--- src/rtl/core/plsa_pkg.sv ---
// Package with types, constants and the gamma table of the status LED arbiter.
`default_nettype none

package plsa_pkg;

    localparam int LEVELS_DEF     = 4;
    localparam int COUNT_BITS_DEF = 8;

    localparam int REQ_W    = 2;
    localparam int LEVEL_W  = 2;
    localparam int PIXEL_W  = 32;
    localparam int ACTIVE_W = 3;
    localparam int COLOR_W  = 24;
    localparam int BLINK_W  = 4;
    localparam int HALF_W   = 16;
    localparam int ADDR_W   = 5;
    localparam int DATA_W   = 32;

    localparam logic [COLOR_W-1:0] COLOR_TOP_RST    = 24'h800080;
    localparam logic [COLOR_W-1:0] COLOR_SECOND_RST = 24'h0000FF;
    localparam logic [COLOR_W-1:0] COLOR_THIRD_RST  = 24'h969696;
    localparam logic [COLOR_W-1:0] COLOR_FOURTH_RST = 24'h200000;
    localparam logic [BLINK_W-1:0] BLINK_LEVELS_RST = 4'd2;
    localparam logic [HALF_W-1:0]  BLINK_HALF_RST   = 16'd250;

    typedef enum logic [REQ_W-1:0] {
        REQ_HOLD    = 2'd0,
        REQ_RELEASE = 2'd1,
        REQ_TICK    = 2'd2,
        REQ_NONE    = 2'd3
    } t_req;

    typedef enum logic [2:0] {
        REG_COLOR_TOP    = 3'd0,
        REG_COLOR_SECOND = 3'd1,
        REG_COLOR_THIRD  = 3'd2,
        REG_COLOR_FOURTH = 3'd3,
        REG_BLINK_LEVELS = 3'd4,
        REG_BLINK_HALF   = 3'd5
    } t_reg_idx;

    typedef struct packed {
        logic [PIXEL_W-1:0]  pixel_word;
        logic                pixel_send;
        logic [ACTIVE_W-1:0] active_now;
        logic                level_changed;
        logic                underflow_err;
        logic                count_saturated;
    } t_result;

    typedef logic [255:0][7:0] t_gamma_rom;

    // Entry v is the largest y with y^5 * 255^6 <= v^11, found by a binary search.
    function automatic t_gamma_rom build_gamma_rom();
        t_gamma_rom   rom;
        logic [127:0] p6;
        logic [127:0] lhs;
        logic [127:0] rhs;
        logic [7:0]   y;
        logic [7:0]   t;
        rom = '0;
        p6  = 128'd1;
        for (int k = 0; k < 6; k++) begin
            p6 = p6 * 128'd255;
        end
        for (int v = 0; v < 256; v++) begin
            lhs = 128'd1;
            for (int k = 0; k < 11; k++) begin
                lhs = lhs * 128'(v);
            end
            y = '0;
            for (int b = 7; b >= 0; b--) begin
                t   = y | (8'd1 << b);
                rhs = p6;
                for (int k = 0; k < 5; k++) begin
                    rhs = rhs * 128'(t);
                end
                if (rhs <= lhs) begin
                    y = t;
                end
            end
            rom[v] = y;
        end
        return rom;
    endfunction

    localparam t_gamma_rom GAMMA_ROM = build_gamma_rom();

    function automatic logic [7:0] gamma(input logic [7:0] v);
        return GAMMA_ROM[v];
    endfunction

endpackage

`default_nettype wire

--- src/rtl/core/plsa_if.sv ---
// Handshake interfaces for the request and pixel channels of the arbiter.
`default_nettype none

interface plsa_req_if
    import plsa_pkg::*;
();
    logic               valid;
    logic               ready;
    logic [REQ_W-1:0]   req_type;
    logic [LEVEL_W-1:0] level_id;

    modport source (output valid, output req_type, output level_id, input ready);
    modport sink (input valid, input req_type, input level_id, output ready);
endinterface

interface plsa_pix_if
    import plsa_pkg::*;
();
    logic                valid;
    logic                ready;
    logic [PIXEL_W-1:0]  pixel_word;
    logic                pixel_send;
    logic [ACTIVE_W-1:0] active_now;
    logic                level_changed;
    logic                underflow_err;
    logic                count_saturated;

    modport source (
        output valid, output pixel_word, output pixel_send, output active_now,
        output level_changed, output underflow_err, output count_saturated,
        input ready
    );
    modport sink (
        input valid, input pixel_word, input pixel_send, input active_now,
        input level_changed, input underflow_err, input count_saturated,
        output ready
    );
endinterface

`default_nettype wire

--- src/rtl/core/priority_led_status_arbiter.sv ---
// Top level of the priority status arbiter that drives one RGB status LED.
//
// Requests arrive on i_req as hold, release, 1 ms tick or none beats with a level id.
// Every accepted request beat gives exactly one result beat on o_pix, carrying
// the gamma corrected GRB pixel word, a send flag, the active level and flags.
// The result is registered: the result of a beat accepted at one edge is valid
// after that edge. One request beat is taken every cycle while o_pix is not stalled.
// The output register holds a finished result while the receiver stalls, and
// i_req.ready is high whenever that register is empty or is read in the same
// cycle, so a stall on o_pix stops the request side after one beat at most.
// A synchronous active low reset clears all hold counts, selects no level,
// starts the blink in its on half and loads the register reset values.
// The APB port writes the colors and blink settings; pready is always high.
`default_nettype none

module priority_led_status_arbiter
    import plsa_pkg::*;
#(
    parameter int LEVELS     = LEVELS_DEF,
    parameter int COUNT_BITS = COUNT_BITS_DEF
) (
    input  wire logic              i_clk,
    input  wire logic              i_rst_n,
    plsa_req_if.sink               i_req,
    plsa_pix_if.source             o_pix,
    input  wire logic              psel,
    input  wire logic              penable,
    input  wire logic              pwrite,
    input  wire logic [ADDR_W-1:0] paddr,
    input  wire logic [DATA_W-1:0] pwdata,
    output logic      [DATA_W-1:0] prdata,
    output logic                   pready
);

    localparam int IW = (LEVELS > 1) ? $clog2(LEVELS) : 1;
    localparam int LW = $clog2(LEVELS + 1);
    localparam logic [LW-1:0]         NO_LVL    = LW'(LEVELS);
    localparam logic [COUNT_BITS-1:0] COUNT_MAX = '1;

    logic [COLOR_W-1:0]    r_color [4];
    logic [BLINK_W-1:0]    r_blink_levels;
    logic [HALF_W-1:0]     r_blink_half;

    logic [COUNT_BITS-1:0] r_count [LEVELS];
    logic [COUNT_BITS-1:0] n_count [LEVELS];
    logic [LW-1:0]         r_active;
    logic [LW-1:0]         n_active;
    logic                  r_blink_on;
    logic                  n_blink_on;
    logic [HALF_W-1:0]     r_timer;
    logic [HALF_W-1:0]     n_timer;

    t_result               r_res;
    t_result               n_res;
    logic                  r_out_valid;

    logic                  accept;
    logic                  wr_en;
    t_reg_idx              reg_idx;
    logic [IW-1:0]         lvl_idx;
    logic                  lvl_ok;
    logic [LEVELS-1:0]     held_after;
    logic [LW-1:0]         fallback;
    logic [HALF_W-1:0]     half;
    logic [HALF_W-1:0]     timer_inc;
    logic                  send;
    logic                  underflow;
    logic                  saturated;
    logic                  cur_blinks;
    logic                  new_blinks;
    logic [COLOR_W-1:0]    color;

    assign pready  = 1'b1;
    assign wr_en   = psel && penable && pwrite;
    assign reg_idx = t_reg_idx'(paddr[4:2]);

    always_ff @(posedge i_clk) begin
        if (!i_rst_n) begin
            r_color[0]     <= COLOR_TOP_RST;
            r_color[1]     <= COLOR_SECOND_RST;
            r_color[2]     <= COLOR_THIRD_RST;
            r_color[3]     <= COLOR_FOURTH_RST;
            r_blink_levels <= BLINK_LEVELS_RST;
            r_blink_half   <= BLINK_HALF_RST;
        end else if (wr_en) begin
            case (reg_idx)
                REG_COLOR_TOP:    r_color[0]     <= pwdata[COLOR_W-1:0];
                REG_COLOR_SECOND: r_color[1]     <= pwdata[COLOR_W-1:0];
                REG_COLOR_THIRD:  r_color[2]     <= pwdata[COLOR_W-1:0];
                REG_COLOR_FOURTH: r_color[3]     <= pwdata[COLOR_W-1:0];
                REG_BLINK_LEVELS: r_blink_levels <= pwdata[BLINK_W-1:0];
                REG_BLINK_HALF:   r_blink_half   <= pwdata[HALF_W-1:0];
                default: ;
            endcase
        end
    end

    always_comb begin
        case (reg_idx)
            REG_COLOR_TOP:    prdata = DATA_W'(r_color[0]);
            REG_COLOR_SECOND: prdata = DATA_W'(r_color[1]);
            REG_COLOR_THIRD:  prdata = DATA_W'(r_color[2]);
            REG_COLOR_FOURTH: prdata = DATA_W'(r_color[3]);
            REG_BLINK_LEVELS: prdata = DATA_W'(r_blink_levels);
            REG_BLINK_HALF:   prdata = DATA_W'(r_blink_half);
            default:          prdata = '0;
        endcase
    end

    assign i_req.ready = !r_out_valid || o_pix.ready;
    assign accept      = i_req.valid && i_req.ready;
    assign lvl_idx     = IW'(i_req.level_id);
    assign lvl_ok      = 32'(i_req.level_id) < LEVELS;
    assign half        = (r_blink_half == '0) ? HALF_W'(1) : r_blink_half;
    assign timer_inc   = r_timer + HALF_W'(1);
    assign cur_blinks  = (32'(r_active) < 32'd4) && r_blink_levels[r_active[1:0]];

    always_comb begin
        for (int i = 0; i < LEVELS; i++) begin
            held_after[i] = (r_count[i] != '0);
        end
        if (i_req.req_type == REQ_RELEASE && lvl_ok && r_count[lvl_idx] == COUNT_BITS'(1)) begin
            held_after[lvl_idx] = 1'b0;
        end
        fallback = NO_LVL;
        for (int i = LEVELS - 1; i >= 0; i--) begin
            if (held_after[i]) begin
                fallback = LW'(i);
            end
        end
    end

    always_comb begin
        n_count    = r_count;
        n_active   = r_active;
        n_blink_on = r_blink_on;
        n_timer    = r_timer;
        send       = 1'b0;
        underflow  = 1'b0;
        saturated  = 1'b0;
        if ((i_req.req_type == REQ_HOLD || i_req.req_type == REQ_RELEASE) && lvl_ok) begin
            if (i_req.req_type == REQ_HOLD) begin
                if (r_count[lvl_idx] == COUNT_MAX) begin
                    saturated = 1'b1;
                end else begin
                    n_count[lvl_idx] = r_count[lvl_idx] + COUNT_BITS'(1);
                    if (r_count[lvl_idx] == '0 && LW'(i_req.level_id) < r_active) begin
                        n_active = LW'(i_req.level_id);
                    end
                end
            end else begin
                if (r_count[lvl_idx] == '0) begin
                    underflow = 1'b1;
                end else begin
                    n_count[lvl_idx] = r_count[lvl_idx] - COUNT_BITS'(1);
                    if (r_count[lvl_idx] == COUNT_BITS'(1)
                            && r_active == LW'(i_req.level_id)) begin
                        n_active = fallback;
                    end
                end
            end
            if (n_active != r_active) begin
                n_blink_on = 1'b1;
                n_timer    = '0;
                send       = (n_active != NO_LVL);
            end
        end else if (i_req.req_type == REQ_TICK) begin
            if (r_active != NO_LVL && cur_blinks) begin
                if (timer_inc >= half) begin
                    n_timer    = '0;
                    n_blink_on = !r_blink_on;
                    send       = 1'b1;
                end else begin
                    n_timer = timer_inc;
                end
            end
        end
    end

    assign new_blinks = (32'(n_active) < 32'd4) && r_blink_levels[n_active[1:0]];
    assign color      = (32'(n_active) < 32'd4) ? r_color[n_active[1:0]] : '0;

    always_comb begin
        if (n_active == NO_LVL || (new_blinks && !n_blink_on)) begin
            n_res.pixel_word = '0;
        end else begin
            n_res.pixel_word = {gamma(color[15:8]), gamma(color[23:16]),
                                gamma(color[7:0]), 8'd0};
        end
        n_res.pixel_send      = send;
        n_res.active_now      = ACTIVE_W'(n_active);
        n_res.level_changed   = (n_active != r_active);
        n_res.underflow_err   = underflow;
        n_res.count_saturated = saturated;
    end

    always_ff @(posedge i_clk) begin
        if (!i_rst_n) begin
            for (int i = 0; i < LEVELS; i++) begin
                r_count[i] <= '0;
            end
            r_active    <= NO_LVL;
            r_blink_on  <= 1'b1;
            r_timer     <= '0;
            r_out_valid <= 1'b0;
        end else begin
            if (accept) begin
                r_count    <= n_count;
                r_active   <= n_active;
                r_blink_on <= n_blink_on;
                r_timer    <= n_timer;
            end
            if (accept) begin
                r_out_valid <= 1'b1;
            end else if (o_pix.ready) begin
                r_out_valid <= 1'b0;
            end
        end
    end

    always_ff @(posedge i_clk) begin
        if (accept) begin
            r_res <= n_res;
        end
    end

    assign o_pix.valid           = r_out_valid;
    assign o_pix.pixel_word      = r_res.pixel_word;
    assign o_pix.pixel_send      = r_res.pixel_send;
    assign o_pix.active_now      = r_res.active_now;
    assign o_pix.level_changed   = r_res.level_changed;
    assign o_pix.underflow_err   = r_res.underflow_err;
    assign o_pix.count_saturated = r_res.count_saturated;

endmodule

`default_nettype wire

--- src/flat_wrapper.sv ---
// flat-port wrapper written by rule: the top's interface ports become plain ports
module priority_led_status_arbiter_flat import plsa_pkg::*;
#(
    parameter int LEVELS     = LEVELS_DEF,
    parameter int COUNT_BITS = COUNT_BITS_DEF
)
  (i_clk, i_rst_n, psel, penable, pwrite, paddr, pwdata, prdata, pready, i_req_valid, i_req_req_type, i_req_level_id, i_req_ready, o_pix_valid, o_pix_pixel_word, o_pix_pixel_send, o_pix_active_now, o_pix_level_changed, o_pix_underflow_err, o_pix_count_saturated, o_pix_ready);
  plsa_req_if i_req_i ();
  plsa_pix_if o_pix_i ();
  input  wire logic i_clk;
  input  wire logic i_rst_n;
  input  wire logic psel;
  input  wire logic penable;
  input  wire logic pwrite;
  input  wire logic [ADDR_W-1:0] paddr;
  input  wire logic [DATA_W-1:0] pwdata;
  output logic      [DATA_W-1:0] prdata;
  output logic pready;
  input wire logic [$bits(i_req_i.valid)-1:0] i_req_valid;
  input wire logic [$bits(i_req_i.req_type)-1:0] i_req_req_type;
  input wire logic [$bits(i_req_i.level_id)-1:0] i_req_level_id;
  output wire logic [$bits(i_req_i.ready)-1:0] i_req_ready;
  output wire logic [$bits(o_pix_i.valid)-1:0] o_pix_valid;
  output wire logic [$bits(o_pix_i.pixel_word)-1:0] o_pix_pixel_word;
  output wire logic [$bits(o_pix_i.pixel_send)-1:0] o_pix_pixel_send;
  output wire logic [$bits(o_pix_i.active_now)-1:0] o_pix_active_now;
  output wire logic [$bits(o_pix_i.level_changed)-1:0] o_pix_level_changed;
  output wire logic [$bits(o_pix_i.underflow_err)-1:0] o_pix_underflow_err;
  output wire logic [$bits(o_pix_i.count_saturated)-1:0] o_pix_count_saturated;
  input wire logic [$bits(o_pix_i.ready)-1:0] o_pix_ready;
  assign i_req_i.valid = i_req_valid;
  assign i_req_i.req_type = i_req_req_type;
  assign i_req_i.level_id = i_req_level_id;
  assign i_req_ready = i_req_i.ready;
  assign o_pix_valid = o_pix_i.valid;
  assign o_pix_pixel_word = o_pix_i.pixel_word;
  assign o_pix_pixel_send = o_pix_i.pixel_send;
  assign o_pix_active_now = o_pix_i.active_now;
  assign o_pix_level_changed = o_pix_i.level_changed;
  assign o_pix_underflow_err = o_pix_i.underflow_err;
  assign o_pix_count_saturated = o_pix_i.count_saturated;
  assign o_pix_i.ready = o_pix_ready;
  priority_led_status_arbiter #(.LEVELS(LEVELS), .COUNT_BITS(COUNT_BITS)) u_core (.i_clk(i_clk), .i_rst_n(i_rst_n), .i_req(i_req_i), .o_pix(o_pix_i), .psel(psel), .penable(penable), .pwrite(pwrite), .paddr(paddr), .pwdata(pwdata), .prdata(prdata), .pready(pready));
endmodule
--- config.mk ---
export PLATFORM = sky130hd
export DESIGN_NAME = priority_led_status_arbiter_flat
export DESIGN_NICKNAME = d
export VERILOG_FILES = /design/src/rtl/core/plsa_pkg.sv /design/src/rtl/core/plsa_if.sv /design/src/rtl/core/priority_led_status_arbiter.sv /design/src/flat_wrapper.sv
export SDC_FILE = /design/constraint.sdc
export NUM_CORES = 1
export LEC_CHECK = 0
export BUFFER_PORTS_ARGS = -buffer_cell sky130_fd_sc_hd__buf_2
export CORE_MARGIN = 4
export CORE_UTILIZATION = 40
export CTS_CLUSTER_SIZE = 40
export DETAILED_ROUTE_END_ITERATION = 10
export PLACE_DENSITY = 0.55
export SYNTH_ARGS = -nofsm -noshare
export SYNTH_HDL_FRONTEND = slang
export SYNTH_SLANG_ARGS = --single-unit
--- constraint.sdc ---
create_clock -name i_clk -period 11.6 [get_ports i_clk]
set_input_delay 0.58 -clock i_clk [delete_from_list [all_inputs] [get_ports i_clk]]
set_output_delay 0.58 -clock i_clk [all_outputs]
set_load 0.01 [all_outputs]
; ---- Word-level counts from Yosys, hierarchy flattened
; Memories as Yosys holds them, arrays and structs flattened. A register that Yosys moved wholly into a read port is not among the register bits.
; Cells that the tools add are included.
[word_totals]
register_bits = 88
ram_bits = 96
rom_bits = 6144
inputBits = 48
output_inout_bits = 74
word_cells = 165
n_memories = 4
[op_classes]
n_addsub = 3
order_cmp = 10
eq_ne = 18
n_mux = 71
n_bitwise = 8
n_reduce_logical = 35
[mem_list]
columns = memory, depth, width, rd, rd_ports_with_merged_regs, write_ports, line_no
row1 = (no name shown), 256, 8, 1, 1, 0, plsa_pkg.sv:90  ; return GAMMA_ROM[v];
row2 = (no name shown), 256, 8, 1, 1, 0, plsa_pkg.sv:90
row3 = (no name shown), 256, 8, 1, 1, 0, plsa_pkg.sv:90
row4 = u_core.r_color, 4, 24, 5, 0, 4, priority_led_status_arbiter.sv:40  ; logic [COLOR_W-1:0] r_color [4];
[op_table]
columns = cell, count
row1 = 24-bit case mux with 6 select lines, 1
row2 = 24-bit two-way mux, 5
row3 = 16-bit two-way mux, 6
row4 = 32-bit two-way mux, 3
row5 = 32-bit bitwise mux, 2
row6 = 1-bit two-way mux, 34
row7 = 3-bit two-way mux, 11
row8 = 8-bit nonzero test, 4
row9 = 8-bit two-way mux, 3
row10 = "16-bit by 1-bit adder with 16-bit output, second input constant", 1
row11 = 8-bit binary-select mux with 2-bit select, 1
row12 = 8-bit demux with 2-bit select, 1
row13 = 16-bit greater-or-equal comparator, 1
row14 = 16-bit zero test, 1
row15 = 1-bit logical AND, 12
row16 = "3-bit == test, second input constant", 3
row17 = "2-bit by 3-bit less-than comparator with 1-bit output, second input constant", 3
row18 = "8-bit by 1-bit adder with 8-bit output, second input constant", 1
row19 = "8-bit by 1-bit == test with 1-bit output, second input constant", 1
row20 = "8-bit == test, second input constant", 1
row21 = 8-bit zero test, 1
row22 = 4-bit AND reduction, 2
row23 = "8-bit by 1-bit subtractor with 8-bit output, second input constant", 1
row24 = "3-bit by 2-bit == test with 1-bit output, second input constant", 2
row25 = 28 further kinds, 44

; ---- Longest topological paths before layout
[depth]
ltp_word = 21
ltp_mapped = 25
ltp_nobuf = 20

; ---- Worst setup path after synthesis
; OpenSTA, ideal clock, no wires.
[synth_timing]
kind = input to register
startpoint = input port i_req_level_id[0]
endpoint = register u_core.o_pix.pixel_word[27] (netlist name)
setup_time_ns = 0.283
arrival_time_ns = 5.614
t_required_ns = 11.317
path_slack_ns = 5.703
cell_stages = 23
path_buffers = 4
cell_sequence = clkbuf_1 > mux4_2 > inv_1 > ha_1 > nand3_1 > or4_1 > a2111oi_0 > a31oi_1 > o22ai_2 > buf_2 > buf_4 > mux2i_1 > mux2i_1 > nand2_1 > inv_1 > ha_1 > clkbuf_1 > nor2_1 > o2111ai_1 > a31oi_1 > or4_1 > nand4_1 > o31ai_1
[synth_via]
elab_chain_cells = 21
elab_cells_between_ends = 44
cone_classes = 4 x order compare / 5 x eq/ne / 22 x mux / 3 x bitwise / 9 x reduce/logical / 1 x memory
[synth_rtl]
columns = element, line_no
row1 = "start, declared", flat_wrapper.sv:21  ; input wire logic [$bits(i_req_i.level_id)-1:0] i_req_level_id;
row2 = 2-bit by 3-bit less-than comparator with 1-bit output (implied by the code) (tied with other cells), priority_led_status_arbiter.sv:123  ; held_after[lvl_idx] = 1'b0;
row3 = 1-bit logical AND (implied by the code) or 8-bit binary-select mux with 2-bit select (tied branches), --
row4 = 1-bit two-way mux (implied by the code) or 8-bit two-way mux (tied branches), --
row5 = 1-bit demux with 2-bit select or 8-bit two-way mux (tied branches), --
row6 = 4-bit inverter (no source line) or 8-bit by 1-bit == test with 1-bit output (tied branches), --
row7 = 4-bit bitwise AND (no source line) or 1-bit logical AND (tied branches), --
row8 = 4-bit two-way mux, priority_led_status_arbiter.sv:122  ; if (i_req.req_type == REQ_RELEASE && lvl_ok && r_count[lvl_idx] == COUNT_BITS'(1)) begin
row9 = 3-bit two-way mux (4 in series), priority_led_status_arbiter.sv:127  ; if (held_after[i]) begin
row10 = [2 not listed], --
row11 = 3-bit two-way mux *, priority_led_status_arbiter.sv:142  ; if (i_req.req_type == REQ_HOLD) begin
row12 = 3-bit two-way mux *, priority_led_status_arbiter.sv:141  ; if ((i_req.req_type == REQ_HOLD || i_req.req_type == REQ_RELEASE) && lvl_ok) begin
row13 = 3-bit two-way mux or 3-bit inequality test (tied branches), "priority_led_status_arbiter.sv:141, priority_led_status_arbiter.sv:162"
row14 = 1-bit binary-select mux with 2-bit select or 1-bit two-way mux (tied branches), "priority_led_status_arbiter.sv:180, priority_led_status_arbiter.sv:162"
row15 = 1-bit two-way mux (on tied branches), "priority_led_status_arbiter.sv:180, priority_led_status_arbiter.sv:141"
row16 = 1-bit logical AND or 1-bit zero test (tied branches), "priority_led_status_arbiter.sv:180, priority_led_status_arbiter.sv:184"
row17 = 1-bit logical AND, priority_led_status_arbiter.sv:184  ; if (n_active == NO_LVL || (new_blinks && !n_blink_on)) begin
row18 = 1-bit logical OR, priority_led_status_arbiter.sv:184
; Every way passes the cells marked *; elsewhere a longest branch is shown, timed or not. The select of a mux whose other input is x is not followed.
; A chain may end at the register's enable or synchronous reset.

; ---- Worst setup path after layout
[layout_timing]
startpoint = input port i_req_level_id[0]
endpoint = register u_core.o_pix.pixel_word[16] (netlist name)
[layout_via]
elab_chain_cells = 21
elab_cells_between_ends = 44
cone_classes = 4 x order compare / 5 x eq/ne / 22 x mux / 3 x bitwise / 9 x reduce/logical / 1 x memory
[layout_rtl]
columns = element, line_no
row1 = 2-bit by 3-bit less-than comparator with 1-bit output (implied by the code) (tied with other cells), priority_led_status_arbiter.sv:123
row2 = 1-bit logical AND (implied by the code) or 8-bit binary-select mux with 2-bit select (tied branches), --
row3 = 1-bit two-way mux (implied by the code) or 8-bit two-way mux (tied branches), --
row4 = 1-bit demux with 2-bit select or 8-bit two-way mux (tied branches), --
row5 = 4-bit inverter (no source line) or 8-bit by 1-bit == test with 1-bit output (tied branches), --
row6 = 4-bit bitwise AND (no source line) or 1-bit logical AND (tied branches), --
row7 = 4-bit two-way mux, priority_led_status_arbiter.sv:122
row8 = 3-bit two-way mux (4 in series), priority_led_status_arbiter.sv:127
row9 = [2 not listed], --
row10 = 3-bit two-way mux *, priority_led_status_arbiter.sv:142
row11 = 3-bit two-way mux *, priority_led_status_arbiter.sv:141
row12 = 3-bit two-way mux or 3-bit inequality test (tied branches), "priority_led_status_arbiter.sv:141, priority_led_status_arbiter.sv:162"
row13 = 1-bit binary-select mux with 2-bit select or 1-bit two-way mux (tied branches), "priority_led_status_arbiter.sv:180, priority_led_status_arbiter.sv:162"
row14 = 1-bit two-way mux (on tied branches), "priority_led_status_arbiter.sv:180, priority_led_status_arbiter.sv:141"
row15 = 1-bit logical AND or 1-bit zero test (tied branches), "priority_led_status_arbiter.sv:180, priority_led_status_arbiter.sv:184"
row16 = 1-bit logical AND, priority_led_status_arbiter.sv:184
row17 = 1-bit logical OR, priority_led_status_arbiter.sv:184
; Marks and branches as above.

==> results by group <==
Layout
  – Area overhead of the layout relative to synthesis: 8.79%
  – Post-route insts no fill: 2392
  – Filler cells: 3901
  – Share of final-layout standard cells stronger than drive strength 1: 0.129
  – Design area: 17300 um^2
  – Final core utilization: 0.445
  – # nets final: 1960

Critical path
  – Worst Setup Start Kind: input port
  – Maximum net fanout on the critical path: 39
  – CP Class: in -> reg
  – Critical Path End Type: flip-flop
  – Worst endpoint required time: 11.87 ns
  – Arrival time of data at the critical path endpoint: 7.46 ns
  – Worst R2R Setup Slack: 4.56 ns

Floorplan
  – Core region area: 39000 um^2
  – # rows: 72
  – Die height: 208 um
  – Die area: 43100 um^2
  – Starting density of the core: 0.409
  – Chip width: 208 um
  – Boundary pin count: 122

Timing
  – Setup TNS: 0 ns
  – Transition time at the pin with the least slew margin: 1.22 ns
  – Final period demand of the worst path: 7.20 ns
  – Setup violations, final: 0
  – Count of final max-slew check failures: 0
  – Worst rel slew slack: 0.183
  – Fraction of the cycle the final worst path needs: 0.620
  – Worst clock skew: 0.0174 ns
  – Top achievable clock speed: 139 MHz
  – Final hold violation count: 0
  – Unrepaired setup endpoints after global routing: false

Power
  – Net switching fraction of the power: 0.392
  – Total power: 2240 uW
  – Leakage Power: 0.00649 uW
  – Internal power: 1360 uW
  – Worst IR drop on VDD: 0.000120 V
  – Proportion of power drawn by flip-flops and latches: 0.362
  – PwrDens: 129 nW/um^2
  – Share of power burned in combinational logic: 0.345
  – P_sw: 879 uW
  – Clock network fraction of total power: 0.293

Drt
  – ANT nets after route: 0
  – Routed wire length: 52.5 mm
  – Avg Vias per Cell: 6.21
  – Vias: 14900
  – Drt wl/cell: 22.0 um
  – First-pass iteration count of the detailed router: 6
  – Drt initial violations: 1568
  – Number of DRC violations after detailed routing: 0

GRT
  – Number of antenna violations at the first check in global routing: 1
  – Final global-route overflow total: 0
  – First-pass GRT wire length: 81.8 mm
  – Largest net degree at the start of global routing: 78
  – Overall fraction of global-route tracks in use: 0.233
  – Number of global-route vias before repair: 14300

Placed design
  – Count of buffers from port buffering: 94
  – Placed standard-cell area: 16700 um^2
  – Post-detail-place hpwl: 36.2 mm
  – Number of placed cells counting well taps: 2359
  – Global placement routability congestion: 0.929

Logic synthesis
  – Synthesized instance count: 1857
  – Compound-Gate Fraction of Synth Area: 0.234
  – Mapped cell area: 15900 um^2
  – Number of synthesized flops with an enable pin: 127
  – Adder-cell area share of the yosys netlist: 0.0408
  – Main combinational cell family by area after synthesis: compound AO/OA/AOI/OAI gates
  – Synth cell types: 78
  – Primary flip-flop cell chosen by synthesis mapping: sky130_fd_sc_hd__edfxtp_1
  – Synth Register Bits: 200
  – Multiplexer area fraction after synthesis: 0.119
  – XOR/XNOR share of the synthesized area: 0.0154
  – Cell taking the most area after synthesis: sky130_fd_sc_hd__edfxtp_1
  – Area fraction in and, or, nand and nor cells after synthesis: 0.202
  – Synthesized area per cell: 8.59 um^2
  – FFs w/ async S/R, synth: 0
  – Sequential cell area fraction in the yosys report: 0.331
  – Portion of synthesized cell area occupied by the leading cell type: 0.239
  – Yosys synthesis warning count: 0
  – Biggest area contributors in the synthesized netlist: sky130_fd_sc_hd__edfxtp_1, sky130_fd_sc_hd__dfxtp_1, sky130_fd_sc_hd__mux2i_1, sky130_fd_sc_hd__nand2_1, sky130_fd_sc_hd__o21ai_0

Clock tree
  – CTS Root Cell: sky130_fd_sc_hd__clkbuf_16
  – Maximum root-to-sink buffer count: 2
  – CTS hold repair buffers: 0
  – CTS tree: yes
  – Sink Count: 200
  – Post-cts sizing count: 0
  – Number of clock buffers inserted by TritonCTS: 17
  – Clock transition at the register clock pins on the worst setup and hold paths after CTS: 0.09 ns
  – H-tree levels: 4
  – Number of buffers added for setup after CTS: 0
  – Clock latency on the worst-skew pair: 0.47 ns

Run
  – Max-cap viol count: 0

Worst hold path
  – Path class of the lowest-slack min-delay path: in -> reg

Outcome
  – Outcome: completed
state kept, by name (all words and copies together) (netlist names), 3 cells and up, named ones only:
name / cells
u_core.r_timer: 16
u_core.r_blink_levels: 4
u_core.o_pix.active_now: 3
u_core.r_color: 96
u_core.r_blink_half: 16
u_core.r_count: 28
u_core.r_active: 3
u_core.o_pix.pixel_word: 24
synthesized netlist by cell type (all sizes together), types with 13 or more instances:
cell type and number:
or3 29, o211ai 41, nor4 17, nand2b 17, clkbuf 88, ha 52, xor2 15, and3 18
edfxtp 127, buf 69, and2 101, a21oi 111, mux4 22, a21boi 14, a31oi 39, a211oi 24
dfxtp 73, a311oi 14, a22oi 26, o22ai 29, xnor2 13, mux2 30, nand3 37, o21ai 145
a221oi 15, nor2 111, nor2b 45, nand2 194, nor3 47, inv 47, mux2i 107
cell usage in the layout, fill, tap and decap left out, drive strengths merged, types with 18 or more instances in the layout:
cell type / n
mux2i: 107
o21ai: 145
clkbuf: 18
o22ai: 29
and3: 18
or3: 29
inv: 56
o211ai: 41
ha: 52
dfxtp: 73
mux4: 22
a211oi: 24
buf: 126
nand2: 194
a31oi: 39
nor2b: 45
a21oi: 111
nor3: 47
edfxtp: 127
and2: 101
mux2: 30
nor2: 111
nand3: 37
a22oi: 26
worst max-delay path: stages:
cell                        delay, ns
sky130_fd_sc_hd__buf_2           0.30
sky130_fd_sc_hd__mux4_2          0.63
sky130_fd_sc_hd__or4_4           0.58
sky130_fd_sc_hd__or3_1           0.54
sky130_fd_sc_hd__nor3_2          0.27
sky130_fd_sc_hd__nor2_1          0.20
sky130_fd_sc_hd__nor2_4          0.41
sky130_fd_sc_hd__buf_4           0.58
sky130_fd_sc_hd__mux2i_1         0.76
sky130_fd_sc_hd__nand2_1         0.40
sky130_fd_sc_hd__inv_1           0.36
sky130_fd_sc_hd__ha_1            0.56
sky130_fd_sc_hd__mux2i_1         0.14
sky130_fd_sc_hd__nor3_1          0.18
sky130_fd_sc_hd__a211oi_1        0.07
sky130_fd_sc_hd__a2111oi_0       0.50
sky130_fd_sc_hd__a311oi_1        0.12
sky130_fd_sc_hd__nor3_1          0.24
kinds of logic after synthesis:
logic type | count (synthesis)
AND/OR/NAND/NOR | 646
AO/OA/AOI/OAI | 566
buffers and inverters | 204
flip-flops | 200
multiplexers | 159
adder cells (fa/ha/maj) | 52
XOR/XNOR | 28
other | 2
through the flow:
step | hold slack [ns] | setup WS [ns]
2_1_floorplan | 0.456 | 5.70
4_1_cts | 0.382 | 4.52
3_3_place_gp | 0.493 | 4.07
6_report | 0.395 | 4.40
3_5_place_dp | 0.499 | 4.05
5_1_grt | 0.413 | 3.97
power by group through the flow:
stage	Combinational, uW	Clock [uW]	Sequential, uW
after floorplan	532	0	830
after global placement	750	0	827
after detailed placement	750	0	828
after CTS	753	670	811
after global routing	832	699	815
final	773	658	811
final timing paths:
| path | to | cells after the start | startpoint |
|---|---|---|---|
| max | u_core.o_pix.pixel_word[16] | 18 | i_req_level_id[0] |
| min | u_core.o_pix.valid | 3 | i_req_valid |
| max reg2reg | u_core.o_pix.pixel_word[16] | 17 | u_core.r_count[3] |
| min reg2reg | u_core.r_blink_half[0] | 2 | u_core.r_blink_half[0] |
final cells by class:
type	count	area (um^2)	area share
antenna	1	2.50	0.000144
clock buffer	18	450	0.0260
clock inverter	14	210	0.0121
inverter	47	179	0.0103
multi-input combinational	1468	9870	0.569
sequential	200	5280	0.304
tap	518	648	0.0374
timing repair buffer	126	711	0.0410
routing by layer:
metal,GRT usage,part of all wire
met2,0.375,0.46
met4,0.0661,0.025
met1,0.322,0.44
met3,0.0423,0.077
met5,0,0
Power figures use the tool's default switching activity.
